[config.mk]
export PLATFORM = sky130hd
export DESIGN_NAME = gyro_rate_smoothing_deadband_flat
export DESIGN_NICKNAME = d
export VERILOG_FILES = /design/src/grsd_pkg.sv /design/src/grsd_sample_if.sv /design/src/grsd_result_if.sv /design/src/grsd_cfg_if.sv /design/src/gyro_rate_smoothing_deadband.sv /design/src/grsd_ram.sv /design/src/flat_wrapper.sv
export SDC_FILE = /design/constraint.sdc
export NUM_CORES = 2
export LEC_CHECK = 0
export ABC_AREA = 1
export BUFFER_PORTS_ARGS = -buffer_cell sky130_fd_sc_hd__buf_2
export CAP_MARGIN = 30
export CORE_MARGIN = 4
export CORE_UTILIZATION = 60
export CTS_BUF_LIST = sky130_fd_sc_hd__clkbuf_4
export DETAILED_ROUTE_END_ITERATION = 12
export PLACE_DENSITY = 0.8
export RECOVER_POWER = 50
export SLEW_MARGIN = 20
export SYNTH_ARGS = -nofsm -noshare
export SYNTH_HDL_FRONTEND = slang
export SYNTH_SLANG_ARGS = --single-unit
[constraint.sdc]
create_clock -name clk -period 7.06 [get_ports clk]
set_clock_uncertainty 0.2 [all_clocks]
set_input_delay 0.353 -clock clk [delete_from_list [all_inputs] [get_ports clk]]
set_output_delay 0.353 -clock clk [all_outputs]
set_load 0.005 [all_outputs]
[src/grsd_pkg.sv]
package grsd_pkg;

  localparam int FIR_TAPS    = 9;
  localparam int SMOOTH_LEN  = 5;
  localparam int SAMPLE_BITS = 16;

  localparam int NUM_AXES   = 3;
  localparam int AXIS_W     = $clog2(NUM_AXES);
  localparam int RATE_W     = 16;
  localparam int OUT_W      = 17;
  localparam int MOVE_W     = 18;
  localparam int CFG_IDX_W  = 2;
  localparam int CFG_DATA_W = 17;

  localparam int WEIGHT_SCALE = 20;
  localparam int DIVISOR      = WEIGHT_SCALE * SMOOTH_LEN;
  localparam int PEAK         = (FIR_TAPS + 1) / 2;
  localparam int WEIGHT_SUM   = PEAK * (FIR_TAPS + 1 - PEAK);
  localparam int WT_W         = $clog2(PEAK + 1);
  localparam int FIR_W        = SAMPLE_BITS + $clog2(WEIGHT_SUM);
  localparam int SUM_W        = FIR_W + $clog2(SMOOTH_LEN);
  localparam int REM_W        = $clog2(DIVISOR);
  localparam int PROD_W       = SAMPLE_BITS + WT_W + 1;
  localparam int EXT_W        = (RATE_W > SAMPLE_BITS) ? RATE_W : SAMPLE_BITS;

  // Division by DIVISOR is a multiply by the rounded-up reciprocal, exact for
  // every dividend below 2**SUM_W.
  localparam int RECIP_SHIFT = SUM_W + REM_W;
  localparam int RECIP_W     = RECIP_SHIFT - REM_W + 1;
  localparam int QPROD_W     = SUM_W + RECIP_W;
  localparam logic [RECIP_W-1:0] RECIP =
    RECIP_W'(((64'd1 << RECIP_SHIFT) + 64'(DIVISOR - 1)) / 64'(DIVISOR));
  localparam int DIV_STEPS   = 2;

  localparam int TAP_IDX_W = $clog2(FIR_TAPS);
  localparam int SM_IDX_W  = $clog2(SMOOTH_LEN);
  localparam int TAP_AW    = $clog2(NUM_AXES * FIR_TAPS);
  localparam int SM_AW     = $clog2(NUM_AXES * SMOOTH_LEN);

  localparam int CNT_MAX_A = (FIR_TAPS > SMOOTH_LEN) ? FIR_TAPS : SMOOTH_LEN;
  localparam int CNT_MAX   = (CNT_MAX_A > DIV_STEPS) ? CNT_MAX_A : DIV_STEPS;
  localparam int CNT_W     = $clog2(CNT_MAX + 1);

  localparam int SMOOTH_MAX = 2 ** (OUT_W - 1) - 1;
  localparam int SMOOTH_MIN = -(2 ** (OUT_W - 1));

  localparam int DEAD_BAND_RESET = 164;

  localparam logic [CFG_IDX_W-1:0] CFG_REC_ENABLE = CFG_IDX_W'(0);
  localparam logic [CFG_IDX_W-1:0] CFG_DEAD_BAND  = CFG_IDX_W'(1);

  typedef enum logic [2:0] {
    ST_IDLE,
    ST_START,
    ST_TAP,
    ST_SMOOTH,
    ST_DIV_SETUP,
    ST_DIVIDE,
    ST_DIV_DONE,
    ST_FINISH
  } grsd_state_t;

  // Triangular weight of tap i, counted back from the newest sample.
  function automatic logic [WT_W-1:0] tap_weight(input logic [TAP_IDX_W-1:0] i);
    int a;
    int b;
    begin
      a = int'(i) + 1;
      b = FIR_TAPS - int'(i);
      return (a < b) ? WT_W'(a) : WT_W'(b);
    end
  endfunction

  // The low SAMPLE_BITS bits of a rate field, as two's complement.
  function automatic logic signed [SAMPLE_BITS-1:0] sext_sample(input logic [RATE_W-1:0] v);
    logic [EXT_W-1:0] ext;
    begin
      ext = EXT_W'(v);
      return ext[SAMPLE_BITS-1:0];
    end
  endfunction

endpackage

[src/grsd_sample_if.sv]
interface grsd_sample_if;
  logic                               valid;
  logic                               ready;
  logic signed [grsd_pkg::RATE_W-1:0] rate_x;
  logic signed [grsd_pkg::RATE_W-1:0] rate_y;
  logic signed [grsd_pkg::RATE_W-1:0] rate_z;
  logic                               set_baseline;
  logic                               clear_baseline;

  modport source (
    output valid, rate_x, rate_y, rate_z, set_baseline, clear_baseline,
    input  ready
  );
  modport sink (
    input  valid, rate_x, rate_y, rate_z, set_baseline, clear_baseline,
    output ready
  );
endinterface

[src/grsd_result_if.sv]
interface grsd_result_if;
  logic                               valid;
  logic                               ready;
  logic signed [grsd_pkg::OUT_W-1:0]  smooth_x;
  logic signed [grsd_pkg::OUT_W-1:0]  smooth_y;
  logic signed [grsd_pkg::OUT_W-1:0]  smooth_z;
  logic signed [grsd_pkg::MOVE_W-1:0] move_x;
  logic signed [grsd_pkg::MOVE_W-1:0] move_y;
  logic signed [grsd_pkg::MOVE_W-1:0] move_z;
  logic                               baseline_taken;

  modport source (
    output valid, smooth_x, smooth_y, smooth_z, move_x, move_y, move_z, baseline_taken,
    input  ready
  );
  modport sink (
    input  valid, smooth_x, smooth_y, smooth_z, move_x, move_y, move_z, baseline_taken,
    output ready
  );
endinterface

[src/grsd_cfg_if.sv]
interface grsd_cfg_if;
  logic                                valid;
  logic                                ready;
  logic [grsd_pkg::CFG_IDX_W-1:0]      index;
  logic [grsd_pkg::CFG_DATA_W-1:0]     data;

  modport source (output valid, index, data, input ready);
  modport sink (input valid, index, data, output ready);
endinterface

[src/gyro_rate_smoothing_deadband.sv]
// Three-axis gyro rate smoother. Each accepted sample is filtered per axis by
// a 9-tap triangular FIR (weights 1..5..1) followed by a 5-point moving
// average, and the smoothed value is floor(sum / 100), so the filter carries
// a DC gain of 1.25. In record mode a sample flagged set_baseline stores the
// three smoothed values as the baseline and reports zero moves; otherwise
// each move is the smoothed value minus the baseline, forced to zero when its
// magnitude is at or below dead_band. clear_baseline zeroes the baseline
// before the sample is handled. Filter history lives in two single-port-write
// RAMs that one shared multiply-accumulate walks, one entry per cycle, and the
// division by 100 is a multiply by a rounded-up reciprocal followed by a
// remainder check on the next cycle. A sample is accepted only in the idle
// state, so a new sample is taken only once the last one has been walked
// through both histories and divided for all three axes, and that serial
// walk sets most of the time that each sample takes.
// A finished result waits in an output register, so the next sample is taken
// while it is still pending. No clearing pass is needed after reset.
module gyro_rate_smoothing_deadband (
  input logic           clk,
  input logic           rst,
  grsd_sample_if.sink   sample,
  grsd_result_if.source result,
  grsd_cfg_if.sink      cfg
);
  import grsd_pkg::*;

  grsd_state_t state;
  grsd_state_t state_next;

  logic                        rec_enable;
  logic [CFG_DATA_W-1:0]       dead_band;

  logic [RATE_W-1:0]           rate_q [NUM_AXES];
  logic                        set_q;
  logic                        clr_q;

  logic [AXIS_W-1:0]           axis;
  logic [TAP_AW-1:0]           tap_base;
  logic [SM_AW-1:0]            sm_base;
  logic [TAP_IDX_W-1:0]        pos;
  logic [SM_IDX_W-1:0]         spos;
  logic [FIR_TAPS-1:0]         tap_valid;
  logic [SMOOTH_LEN-1:0]       sm_valid;
  logic [CNT_W-1:0]            cnt;

  logic signed [SUM_W-1:0]     acc;
  logic                        rd_pend;
  logic                        rd_ok;
  logic [WT_W-1:0]             rd_w;

  logic                        neg;
  logic [SUM_W-1:0]            mag;
  logic [SUM_W-1:0]            quo;
  logic [REM_W-1:0]            rem;

  logic signed [OUT_W-1:0]     smooth_q [NUM_AXES];
  logic signed [OUT_W-1:0]     baseline [NUM_AXES];

  // Memory ports.
  logic                        tap_we;
  logic [TAP_AW-1:0]           tap_waddr;
  logic [SAMPLE_BITS-1:0]      tap_wdata;
  logic [TAP_AW-1:0]           tap_raddr;
  logic [SAMPLE_BITS-1:0]      tap_rdata;
  logic                        sm_we;
  logic [SM_AW-1:0]            sm_waddr;
  logic [FIR_W-1:0]            sm_wdata;
  logic [SM_AW-1:0]            sm_raddr;
  logic [FIR_W-1:0]            sm_rdata;
  logic                        tap_re;
  logic                        sm_re;

  // Combinational helpers.
  logic signed [SAMPLE_BITS-1:0] cur_sample;
  logic [TAP_IDX_W-1:0]        ti;
  logic [TAP_IDX_W:0]          tk_ext;
  logic [TAP_IDX_W-1:0]        tk;
  logic [SM_IDX_W-1:0]         si;
  logic [SM_IDX_W:0]           sk_ext;
  logic [SM_IDX_W-1:0]         sk;
  logic signed [PROD_W-1:0]    prod;
  logic signed [SUM_W-1:0]     addend;
  logic [QPROD_W-1:0]          recip_prod;
  logic [SUM_W-1:0]            rem_diff;
  logic signed [SUM_W:0]       q_u;
  logic signed [SUM_W:0]       q_s;
  logic signed [OUT_W-1:0]     q_sat;
  logic                        capture;
  logic                        out_load;
  logic signed [MOVE_W-1:0]    move_v [NUM_AXES];

  grsd_ram #(.WIDTH(SAMPLE_BITS), .DEPTH(NUM_AXES * FIR_TAPS)) u_tap_ram (
    .clk   (clk),
    .we    (tap_we),
    .waddr (tap_waddr),
    .wdata (tap_wdata),
    .raddr (tap_raddr),
    .rdata (tap_rdata)
  );

  grsd_ram #(.WIDTH(FIR_W), .DEPTH(NUM_AXES * SMOOTH_LEN)) u_sm_ram (
    .clk   (clk),
    .we    (sm_we),
    .waddr (sm_waddr),
    .wdata (sm_wdata),
    .raddr (sm_raddr),
    .rdata (sm_rdata)
  );

  assign cfg.ready = 1'b1;

  always_ff @(posedge clk) begin
    if (rst) begin
      rec_enable <= 1'b0;
      dead_band  <= CFG_DATA_W'(DEAD_BAND_RESET);
    end else if (cfg.valid) begin
      case (cfg.index)
        CFG_REC_ENABLE: rec_enable <= cfg.data[0];
        CFG_DEAD_BAND:  dead_band  <= cfg.data;
        default: ;
      endcase
    end
  end

  // History addressing: tap i of the walk sits i slots behind the write slot.
  always_comb begin
    cur_sample = sext_sample(rate_q[axis]);
    ti = cnt[TAP_IDX_W-1:0];
    if ({1'b0, pos} >= {1'b0, ti}) begin
      tk_ext = {1'b0, pos} - {1'b0, ti};
    end else begin
      tk_ext = {1'b0, pos} + (TAP_IDX_W + 1)'(FIR_TAPS) - {1'b0, ti};
    end
    tk = tk_ext[TAP_IDX_W-1:0];
    si = cnt[SM_IDX_W-1:0];
    if ({1'b0, spos} >= {1'b0, si}) begin
      sk_ext = {1'b0, spos} - {1'b0, si};
    end else begin
      sk_ext = {1'b0, spos} + (SM_IDX_W + 1)'(SMOOTH_LEN) - {1'b0, si};
    end
    sk = sk_ext[SM_IDX_W-1:0];
  end

  // Multiply-accumulate operand; an entry never written since reset reads as zero.
  always_comb begin
    prod = PROD_W'($signed(tap_rdata)) * PROD_W'($signed({1'b0, rd_w}));
    if (!rd_ok) begin
      addend = '0;
    end else if (state == ST_TAP) begin
      addend = SUM_W'(prod);
    end else begin
      addend = SUM_W'($signed(sm_rdata));
    end
  end

  // Reciprocal quotient, the remainder it leaves, and the floor correction
  // for negative sums.
  always_comb begin
    recip_prod = QPROD_W'(mag) * QPROD_W'(RECIP);
    rem_diff   = mag - quo * SUM_W'(DIVISOR);
    q_u        = $signed({1'b0, quo});
    if (!neg) begin
      q_s = q_u;
    end else if (rem != '0) begin
      q_s = ~q_u;
    end else begin
      q_s = -q_u;
    end
    if (q_s > $signed((SUM_W + 1)'(SMOOTH_MAX))) begin
      q_sat = OUT_W'(SMOOTH_MAX);
    end else if (q_s < $signed((SUM_W + 1)'(SMOOTH_MIN))) begin
      q_sat = OUT_W'(SMOOTH_MIN);
    end else begin
      q_sat = q_s[OUT_W-1:0];
    end
  end

  always_comb begin
    logic signed [OUT_W-1:0]  base_eff;
    logic signed [MOVE_W-1:0] d;
    logic [MOVE_W-1:0]        dmag;
    capture = rec_enable && set_q;
    for (int a = 0; a < NUM_AXES; a++) begin
      base_eff = clr_q ? '0 : baseline[a];
      d        = MOVE_W'(smooth_q[a]) - MOVE_W'(base_eff);
      dmag     = d[MOVE_W-1] ? -d : d;
      if (!capture && (dmag > MOVE_W'(dead_band))) begin
        move_v[a] = d;
      end else begin
        move_v[a] = '0;
      end
    end
  end

  assign out_load = (state == ST_FINISH) && (!result.valid || result.ready);

  always_comb begin
    state_next = state;
    case (state)
      ST_IDLE:      if (sample.valid) state_next = ST_START;
      ST_START:     state_next = ST_TAP;
      ST_TAP:       if (cnt == CNT_W'(FIR_TAPS)) state_next = ST_SMOOTH;
      ST_SMOOTH:    if (cnt == CNT_W'(SMOOTH_LEN)) state_next = ST_DIV_SETUP;
      ST_DIV_SETUP: state_next = ST_DIVIDE;
      ST_DIVIDE:    if (cnt == CNT_W'(DIV_STEPS - 1)) state_next = ST_DIV_DONE;
      ST_DIV_DONE: begin
        if (axis == AXIS_W'(NUM_AXES - 1)) begin
          state_next = ST_FINISH;
        end else begin
          state_next = ST_START;
        end
      end
      ST_FINISH:    if (!result.valid || result.ready) state_next = ST_IDLE;
      default:      state_next = ST_IDLE;
    endcase
  end

  always_comb begin
    sample.ready = 1'b0;
    tap_we       = 1'b0;
    tap_waddr    = tap_base + TAP_AW'(pos);
    tap_wdata    = cur_sample;
    tap_re       = 1'b0;
    tap_raddr    = tap_base + TAP_AW'(tk);
    sm_we        = 1'b0;
    sm_waddr     = sm_base + SM_AW'(spos);
    sm_wdata     = acc[FIR_W-1:0];
    sm_re        = 1'b0;
    sm_raddr     = sm_base + SM_AW'(sk);
    case (state)
      ST_IDLE:   sample.ready = 1'b1;
      ST_START:  tap_we = 1'b1;
      ST_TAP:    tap_re = (cnt < CNT_W'(FIR_TAPS));
      ST_SMOOTH: begin
        sm_we = (cnt == CNT_W'(1));
        sm_re = (cnt < CNT_W'(SMOOTH_LEN));
      end
      default: ;
    endcase
  end

  always_ff @(posedge clk) begin
    if (rst) begin
      state  <= ST_IDLE;
    end else begin
      state  <= state_next;
    end
  end

  always_ff @(posedge clk) begin
    if (rst) begin
      pos          <= '0;
      spos         <= '0;
      tap_valid    <= '0;
      sm_valid     <= '0;
      rd_pend      <= 1'b0;
      result.valid <= 1'b0;
      for (int a = 0; a < NUM_AXES; a++) begin
        baseline[a] <= '0;
      end
    end else begin
      rd_pend <= tap_re || sm_re;
      if (out_load) begin
        result.valid <= 1'b1;
        pos  <= (pos == TAP_IDX_W'(FIR_TAPS - 1)) ? '0 : pos + 1'b1;
        spos <= (spos == SM_IDX_W'(SMOOTH_LEN - 1)) ? '0 : spos + 1'b1;
        tap_valid[pos] <= 1'b1;
        sm_valid[spos] <= 1'b1;
        for (int a = 0; a < NUM_AXES; a++) begin
          if (capture) begin
            baseline[a] <= smooth_q[a];
          end else if (clr_q) begin
            baseline[a] <= '0;
          end
        end
      end else if (result.ready) begin
        result.valid <= 1'b0;
      end
    end
  end

  // Datapath registers.
  always_ff @(posedge clk) begin
    rd_ok <= (tap_re && tap_valid[tk]) || (sm_re && sm_valid[sk]);
    rd_w  <= tap_weight(ti);
    case (state)
      ST_IDLE: begin
        if (sample.valid) begin
          rate_q[0] <= sample.rate_x;
          rate_q[1] <= sample.rate_y;
          rate_q[2] <= sample.rate_z;
          set_q     <= sample.set_baseline;
          clr_q     <= sample.clear_baseline;
          axis      <= '0;
          tap_base  <= '0;
          sm_base   <= '0;
        end
      end
      ST_START: begin
        // The newest tap has weight one.
        acc <= SUM_W'(cur_sample);
        cnt <= CNT_W'(1);
      end
      ST_TAP: begin
        if (rd_pend) begin
          acc <= acc + addend;
        end
        cnt <= (cnt == CNT_W'(FIR_TAPS)) ? CNT_W'(1) : cnt + 1'b1;
      end
      ST_SMOOTH: begin
        if (rd_pend) begin
          acc <= acc + addend;
        end
        cnt <= (cnt == CNT_W'(SMOOTH_LEN)) ? '0 : cnt + 1'b1;
      end
      ST_DIV_SETUP: begin
        neg <= acc[SUM_W-1];
        mag <= acc[SUM_W-1] ? SUM_W'(-acc) : SUM_W'(acc);
        rem <= '0;
        cnt <= '0;
      end
      ST_DIVIDE: begin
        // Takes the quotient first, then the remainder it leaves.
        if (cnt == '0) begin
          quo <= SUM_W'(recip_prod[QPROD_W-1:RECIP_SHIFT]);
        end else begin
          rem <= rem_diff[REM_W-1:0];
        end
        cnt <= cnt + 1'b1;
      end
      ST_DIV_DONE: begin
        smooth_q[axis] <= q_sat;
        axis     <= axis + 1'b1;
        tap_base <= tap_base + TAP_AW'(FIR_TAPS);
        sm_base  <= sm_base + SM_AW'(SMOOTH_LEN);
      end
      ST_FINISH: begin
        if (out_load) begin
          result.smooth_x       <= smooth_q[0];
          result.smooth_y       <= smooth_q[1];
          result.smooth_z       <= smooth_q[2];
          result.move_x         <= move_v[0];
          result.move_y         <= move_v[1];
          result.move_z         <= move_v[2];
          result.baseline_taken <= capture;
        end
      end
      default: ;
    endcase
  end

  a_accept_starts: assert property (@(posedge clk) disable iff (rst)
    sample.valid && sample.ready |=> state == ST_START)
    else $error("accepted sample did not start the first axis");

  a_tap_ports_apart: assert property (@(posedge clk) disable iff (rst)
    tap_we && tap_re |-> tap_waddr != tap_raddr)
    else $error("tap memory read and write hit the same entry");

  a_rem_bounded: assert property (@(posedge clk) disable iff (rst)
    state == ST_DIV_DONE |-> int'(rem) < DIVISOR)
    else $error("divider remainder out of range");

  a_slots_bounded: assert property (@(posedge clk) disable iff (rst)
    int'(pos) < FIR_TAPS && int'(spos) < SMOOTH_LEN)
    else $error("history write slot out of range");

  a_capture_quiet: assert property (@(posedge clk) disable iff (rst)
    result.valid && result.baseline_taken |->
      result.move_x == '0 && result.move_y == '0 && result.move_z == '0)
    else $error("baseline capture beat carries a nonzero move");

endmodule

[src/grsd_ram.sv]
module grsd_ram #(
  parameter int WIDTH = 8,
  parameter int DEPTH = 16,
  localparam int AW = (DEPTH > 1) ? $clog2(DEPTH) : 1
) (
  input  logic             clk,
  input  logic             we,
  input  logic [AW-1:0]    waddr,
  input  logic [WIDTH-1:0] wdata,
  input  logic [AW-1:0]    raddr,
  output logic [WIDTH-1:0] rdata
);

  logic [WIDTH-1:0] mem [DEPTH];

  always_ff @(posedge clk) begin
    if (we) begin
      mem[waddr] <= wdata;
    end
    rdata <= mem[raddr];
  end

endmodule
[src/flat_wrapper.sv]
// flat-port wrapper written by rule: the top's interface ports become plain ports
module gyro_rate_smoothing_deadband_flat import grsd_pkg::*;
  (clk, rst, sample_valid, sample_rate_x, sample_rate_y, sample_rate_z, sample_set_baseline, sample_clear_baseline, sample_ready, result_valid, result_smooth_x, result_smooth_y, result_smooth_z, result_move_x, result_move_y, result_move_z, result_baseline_taken, result_ready, cfg_valid, cfg_index, cfg_data, cfg_ready);
  grsd_sample_if sample_i ();
  grsd_result_if result_i ();
  grsd_cfg_if cfg_i ();
  input logic clk;
  input logic rst;
  input wire logic [$bits(sample_i.valid)-1:0] sample_valid;
  input wire logic [$bits(sample_i.rate_x)-1:0] sample_rate_x;
  input wire logic [$bits(sample_i.rate_y)-1:0] sample_rate_y;
  input wire logic [$bits(sample_i.rate_z)-1:0] sample_rate_z;
  input wire logic [$bits(sample_i.set_baseline)-1:0] sample_set_baseline;
  input wire logic [$bits(sample_i.clear_baseline)-1:0] sample_clear_baseline;
  output wire logic [$bits(sample_i.ready)-1:0] sample_ready;
  output wire logic [$bits(result_i.valid)-1:0] result_valid;
  output wire logic [$bits(result_i.smooth_x)-1:0] result_smooth_x;
  output wire logic [$bits(result_i.smooth_y)-1:0] result_smooth_y;
  output wire logic [$bits(result_i.smooth_z)-1:0] result_smooth_z;
  output wire logic [$bits(result_i.move_x)-1:0] result_move_x;
  output wire logic [$bits(result_i.move_y)-1:0] result_move_y;
  output wire logic [$bits(result_i.move_z)-1:0] result_move_z;
  output wire logic [$bits(result_i.baseline_taken)-1:0] result_baseline_taken;
  input wire logic [$bits(result_i.ready)-1:0] result_ready;
  input wire logic [$bits(cfg_i.valid)-1:0] cfg_valid;
  input wire logic [$bits(cfg_i.index)-1:0] cfg_index;
  input wire logic [$bits(cfg_i.data)-1:0] cfg_data;
  output wire logic [$bits(cfg_i.ready)-1:0] cfg_ready;
  assign sample_i.valid = sample_valid;
  assign sample_i.rate_x = sample_rate_x;
  assign sample_i.rate_y = sample_rate_y;
  assign sample_i.rate_z = sample_rate_z;
  assign sample_i.set_baseline = sample_set_baseline;
  assign sample_i.clear_baseline = sample_clear_baseline;
  assign sample_ready = sample_i.ready;
  assign result_valid = result_i.valid;
  assign result_smooth_x = result_i.smooth_x;
  assign result_smooth_y = result_i.smooth_y;
  assign result_smooth_z = result_i.smooth_z;
  assign result_move_x = result_i.move_x;
  assign result_move_y = result_i.move_y;
  assign result_move_z = result_i.move_z;
  assign result_baseline_taken = result_i.baseline_taken;
  assign result_i.ready = result_ready;
  assign cfg_i.valid = cfg_valid;
  assign cfg_i.index = cfg_index;
  assign cfg_i.data = cfg_data;
  assign cfg_ready = cfg_i.ready;
  gyro_rate_smoothing_deadband u_core (.clk(clk), .rst(rst), .sample(sample_i), .result(result_i), .cfg(cfg_i));
endmodule
Word-level counts from Yosys, hierarchy flattened
Memory sizes are Yosys's and may differ from the RTL's. A register that Yosys moved wholly into a read port is not among the register bits. Index checks and enable logic that the tools add are counted. W data, S select, Z words.

Register bits: 245. Bits in writable memories: 897. Input bits: 74. Output and inout port bits: 109. Logic and storage cells: 225. Memories kept: 5.

$add $sub $neg: 28. Multipliers: 3. $lt $le $gt $ge: 16. Equality and inequality tests: 21. Mux-type cells: 80. Bitwise gates (word level): 9. Reductions and logical operators: 33.

Memories: u_core.u_tap_ram.mem (words 27, width 16, rd ports 1, clocked after Yosys merged registers in 1, write ports 1, line grsd_ram.sv:14) `logic [WIDTH-1:0] mem [DEPTH];`; u_core.u_sm_ram.mem (words 15, width 21, rd ports 1, clocked after Yosys merged registers in 1, write ports 1, line grsd_ram.sv:14); u_core.baseline (words 3, width 17, rd ports 3, clocked after Yosys merged registers in 0, write ports 3, line gyro_rate_smoothing_deadband.sv:56) `logic signed [OUT_W-1:0] baseline [NUM_AXES];`; u_core.smooth_q (words 3, width 17, rd ports 3, clocked after Yosys merged registers in 0, write ports 1, line gyro_rate_smoothing_deadband.sv:55) `logic signed [OUT_W-1:0] smooth_q [NUM_AXES];`; u_core.rate_q (words 3, width 16, rd ports 1, clocked after Yosys merged registers in 1, write ports 3, line gyro_rate_smoothing_deadband.sv:32) `logic [RATE_W-1:0] rate_q [NUM_AXES];`.

Operator list (count): $mux W17 (11); $mux W24 (3); $gt A18 B17 Y1 (3); $mux W18 (3); $neg A18 Y18 (3); $sub A17 B17 Y18 (3); $mux W25 (2); $mul A24 B25 Y49 const B (1); $pmux W24 S2 (1); $lt A32 B32 Y1 (1); $mux W1 (31); $mux W3 (9); $gt A25 B17 Y1 const B (1); $lt A25 B17 Y1 const B (1); $neg A18 Y25 (1); $not A18 Y25 (1); $add A24 B24 Y24 (1); $neg A24 Y24 (1); $pmux W3 S8 (1); $mux W23 (1); $mul A16 B4 Y20 (1); $mux W4 (5); $pmux W4 S5 (1); $mul A18 B5 Y5 const B (1); 58 further kinds (103).

Logic depth before layout (Yosys ltp)
Depth after elaboration: 8. Gate-level depth with buffers: 37. Mapped depth without buffers: 35.

By module
From an unflattened synthesis, not the netlist that was laid out.

Cell total of the unflattened synthesis: 6912. Area, all modules: 67208.2 µm².

By module, submodules not included: gyro_rate_smoothing_deadband (times used 1, cells each 4159, area an instance 35786.8 µm², sequential area each 11250.8 µm²); grsd_ram (u_core.u_tap_ram) (times used 1, cells each 1496, area an instance 17778.3 µm², sequential area each 13292.7 µm²); grsd_ram (u_core.u_sm_ram) (times used 1, cells each 1257, area an instance 13643.1 µm², sequential area each 9879.5 µm²).

Worst setup path before layout
OpenSTA, ideal clock, no wires.

Path kind: register to register. Start point: reg u_core.mag[7]. End point: reg u_core.quo[6] (data pin). Setup time: 0.252 ns. Arrival: 5.649 ns. Data required time: 6.608 ns. Setup slack: 0.959 ns. Stages on the path, launching flop included: 24. Buffers on the path: 0. Period minus slack after synthesis: 6.101 ns. Cell sequence: edfxtp_1 -> inv_1 -> fa_1 -> inv_1 -> fa_1 -> inv_1 -> fa_1 -> inv_1 -> fa_1 -> fa_1 -> fa_1 -> inv_1 -> fa_1 -> inv_1 -> ha_1 -> nand2_1 -> nor2_1 -> inv_1 -> nor2_1 -> nand3_1 -> o21ai_0 -> nand2_1 -> nand3_1 -> nand2_1.

Cells in the longest elaborated chain, start to end: 1.

Ends and longest elaborated chain: from (decl) (line gyro_rate_smoothing_deadband.sv:51) `logic [SUM_W-1:0] mag;`; from (signal assigned) (line gyro_rate_smoothing_deadband.sv:317) `mag <= acc[SUM_W-1] ? SUM_W'(-acc) : SUM_W'(acc);`; $mul A24 B25 Y49 (line gyro_rate_smoothing_deadband.sv:158) `recip_prod = QPROD_W'(mag) * QPROD_W'(RECIP);`; via u_core.recip_prod[37] (line gyro_rate_smoothing_deadband.sv:82) `logic [QPROD_W-1:0] recip_prod;`; to (signal assigned) (line gyro_rate_smoothing_deadband.sv:324) `quo <= SUM_W'(recip_prod[QPROD_W-1:RECIP_SHIFT]);`; to (decl) (line gyro_rate_smoothing_deadband.sv:52) `logic [SUM_W-1:0] quo;`.

The timed path passes the listed nets, and every way through them passes these cells. A chain may end at the register's enable or synchronous reset.

Final worst setup path
Same ends and word-level chain as after synthesis.

==> flow_summary.yaml <==
cells_and_area:
  seqCellArea_sq_um: 34400
  layout_common_cells: "edfxtp_1, nand2_1, inv_1"
  multi_input_area_sq_um: 27500
  nFillCells: 8069
  nets: 7794
  layout_commonest_cell: "edfxtp_1"
  syn_to_final_growth_pct: 12.6
  drive_above_1_share_pct: 10.9
synthesis:
  mappedNetlistArea_sq_um: 65800
  synth-seq-cells: 1181
  synthArstFlopShare_pct: 0
  seq_area_frac_synth_pct: 52.3
  synth_warnings: 0
  synth_area_per_cell_sq_um: 10.2
  ys_types: 62
  synthFlopType: "edfxtp_1"
  synthesis.nets: 7212
  syn_inst: 6441
  synth_edf_count: 1077
global_route:
  grtUsageMet3_pct: 6.67
  grt_pass1_vias: 50400
  grtUsageMet1_pct: 40.5
  grt_max_degree: 126
  antenna_found_initial: 6
  grt_pass1_wl_mm: 279
  grtUsageMet2_pct: 50.2
  top_usage_layer: "met2"
  grt.total_usage_pct: 31.1
  gr-total-overflow: 0
worst_setup_path:
  cp-start-kind: "flop"
  required_ns: 7.70
  cp_max_fo: 8
  crit_path_end: "u_core.quo[6]$_DFFE_PP_"
  startpoint: "u_core.mag[7]$_DFFE_PP_"
  cp_slowest_cell: "fa_1"
  crit_path_max_incr_delay_ns: 0.55
  crit_path_end_kind: "flop"
  critical_path.cell_chain: "buf_4 -> inv_1 -> fa_1 -> inv_1 -> fa_1 -> inv_1 -> fa_1 -> inv_1 -> fa_1 -> fa_1 -> fa_1 -> inv_1 -> fa_1 -> inv_1 -> ha_1 -> nand2_1 -> nor2_1 -> inv_1 -> nor2_1 -> nand3_1 -> o21ai_0 -> nand2_1 -> nand3_1 -> nand2_1"
  critPathKind: "flop to flop"
  cp.arrival_ns: 7.24
  r2r_slack_ns: 0.47
  r2r_cells: 24
  timing.rr.start: "u_core.mag[7]$_DFFE_PP_"
  cp.depth: 24
  r2r-end: "u_core.quo[6]$_DFFE_PP_"
  critical_path.top_delay_family: "adder cells"
  path_buf_inv: 8
drt:
  routed_wl_mm: 181
  vias_per_cell: 5.83
  drt_iter0_markers: 5476
  routedWlPerCell_um: 20.9
  first_pass_iters: 9
  final_antenna_net_count: 0
  drc: 0
  vias: 50400
clock_network:
  clk_pin_slew_worst_paths_ns: 0.08
  h-tree-depth: 5
  cts.sinks: 1181
  clockBufferDepth: 4
  cts_buffers: 316
  cts_tree: "built"
  insertion_delay_ns: 1.22
  cts.repair.resized: 0
  cts_root_buffer: "clkbuf_4"
floorplan:
  coreArea_sq_um: 109000
  ios: 183
  start_util_pct: 60.5
  rows: 121
  die_area_sq_um: 115000
  die_height_um: 339
  die_w_um: 339
placed_design:
  routabilityCongestion: 0.975
  port_buffers: 181
  dp_hpwl_mm: 118
timing:
  worst_slew_pin_slew_ns: 3.10
  setup_violations: 0
  slew_headroom_pct: -107
  min_period_ns: 6.59
  fin_crit_sh_pct: 93.4
  max_clock_freq_mhz: 152
  final-max-slew-violation-count: 495
  fin_setup_tns_ns: 0
  hold_viol_final: 0
  rsz0062_at_grt: "false"
hold_path:
  hold_class: "input port to flop"
status:
  violations: "capacitance limit, slew limit"
  status: "complete, but fails checks"
flow_run:
  cap_viol_max_count: 16
-- area by class of cell --
cell class / count / share of cell area [%]
clock inverters: 95 / 0.699
well taps: 1414 / 2.39
repair buffers: 469 / 4.62
flip-flops and latches: 1181 / 46.4
multi-input cells: 4194 / 37.1
diodes: 8 / 0.0270
clock buffers: 430 / 4.36
inverters: 861 / 4.37
-- layer usage --
layer / up-vias / part of all wire, %
met5: - / 0
met1: 23900 / 39
met4: 0 / 4.8
met3: 594 / 9.9
li1: 23200 / -
met2: 2749 / 47
-- flip-flops by register name, summed over array words and instances (netlist names), 18 cells and up, named ones only --
| register | flops |
|---|---|
| u_core.baseline | 51 |
| u_core.smooth_q | 51 |
| u_core.u_sm_ram.mem | 315 |
| u_core.mag | 24 |
| u_core.result.move_y | 18 |
| u_core.rate_q | 48 |
| u_core.result.move_x | 18 |
| u_core.result.move_z | 18 |
| u_core.u_tap_ram.mem | 432 |
| u_core.acc | 24 |
| u_core.quo | 18 |
| u_core.u_sm_ram.rdata | 21 |
-- cells by family after synthesis --
family          count (synthesis)  share of synthesized area [%]
compound gates               1145                           9.79
flops                        1181                           52.3
simple gates                 2196                           13.8
mux                             1                         0.0171
other cells                     1                        0.00570
fa+ha+maj                     697                           15.9
buf+inv                      1066                           6.15
xor+xnor                      154                           2.09
-- per-stage QoR --
step	util, %	instances	instance area, sq um	setup WS [ns]	hold slack (ns)
final	68.1	8652	74100	0.467	0.229
after global routing	68.1	8651	74100	0.0806	0.149
after CTS	68.3	8638	74300	0.484	0.00835
after detailed placement	63.2	7936	68800	0.592	0.239
after global placement	63.2	7935	68800	0.644	0.231
after floorplan	-	6441	65800	0.959	0.226
-- what timing repair did --
item | CTS | global route
hold endpoints to repair | 159 | 0
hold buffers | 177 | 0
buffers inserted | 0 | 0
-- worst min-delay path by stage --
stage / start / to / slack [ns] / depth (start not counted)
finish: sample_rate_z[5] / u_core.rate_q[2][5]$_DFFE_PP_ / 0.23 / 3
global placement: u_core.smooth_q[1][0]$_DFFE_PP_ / u_core.result.smooth_y[0]$_DFFE_PP_ / 0.23 / 0
CTS: rst / u_core.sm_valid[4]$_SDFFE_PP0P_ / 0.008 / 3
detailed placement: u_core.smooth_q[1][0]$_DFFE_PP_ / u_core.result.smooth_y[0]$_DFFE_PP_ / 0.24 / 0
global route: sample_rate_x[15] / u_core.rate_q[0][15]$_DFFE_PP_ / 0.15 / 3
floorplan: u_core.smooth_q[0][0]$_DFFE_PP_ / u_core.result.smooth_x[0]$_DFFE_PP_ / 0.23 / 0
-- synth_stat cells (39+ instances only) --
master    count  area share (%)
dfxtp_1     104             3.2
nand2_1    1054             6.0
ha_1        467             8.9
clkbuf_1    181             1.0
fa_1        230             7.0
edfxtp_1   1077              49
nor2_1      784             4.5
xor2_1      113             1.5
inv_1       844             4.8
o221ai_1     39            0.52
nand3_1     162             1.2
a21oi_1     297             2.3
o22ai_1     148             1.4
o21ai_0     510             3.9
-- worst reg2reg max path, stage by stage, from the launching register on --
cell and delay, ns:
edfxtp_1 0.32, buf_4 0.17, inv_1 0.10, fa_1 0.50, inv_1 0.09, fa_1 0.52, inv_1 0.06, fa_1 0.53
inv_1 0.05, fa_1 0.52, fa_1 0.44, fa_1 0.55, inv_1 0.06, fa_1 0.53, inv_1 0.04, ha_1 0.32
nand2_1 0.08, nor2_1 0.23, inv_1 0.09, nor2_1 0.14, nand3_1 0.07, o21ai_0 0.37, nand2_1 0.13, nand3_1 0.09
nand2_1 0.05
Power is not shown: default switching activity piles up to over one toggle a cycle in this logic, so the estimate is an artifact.
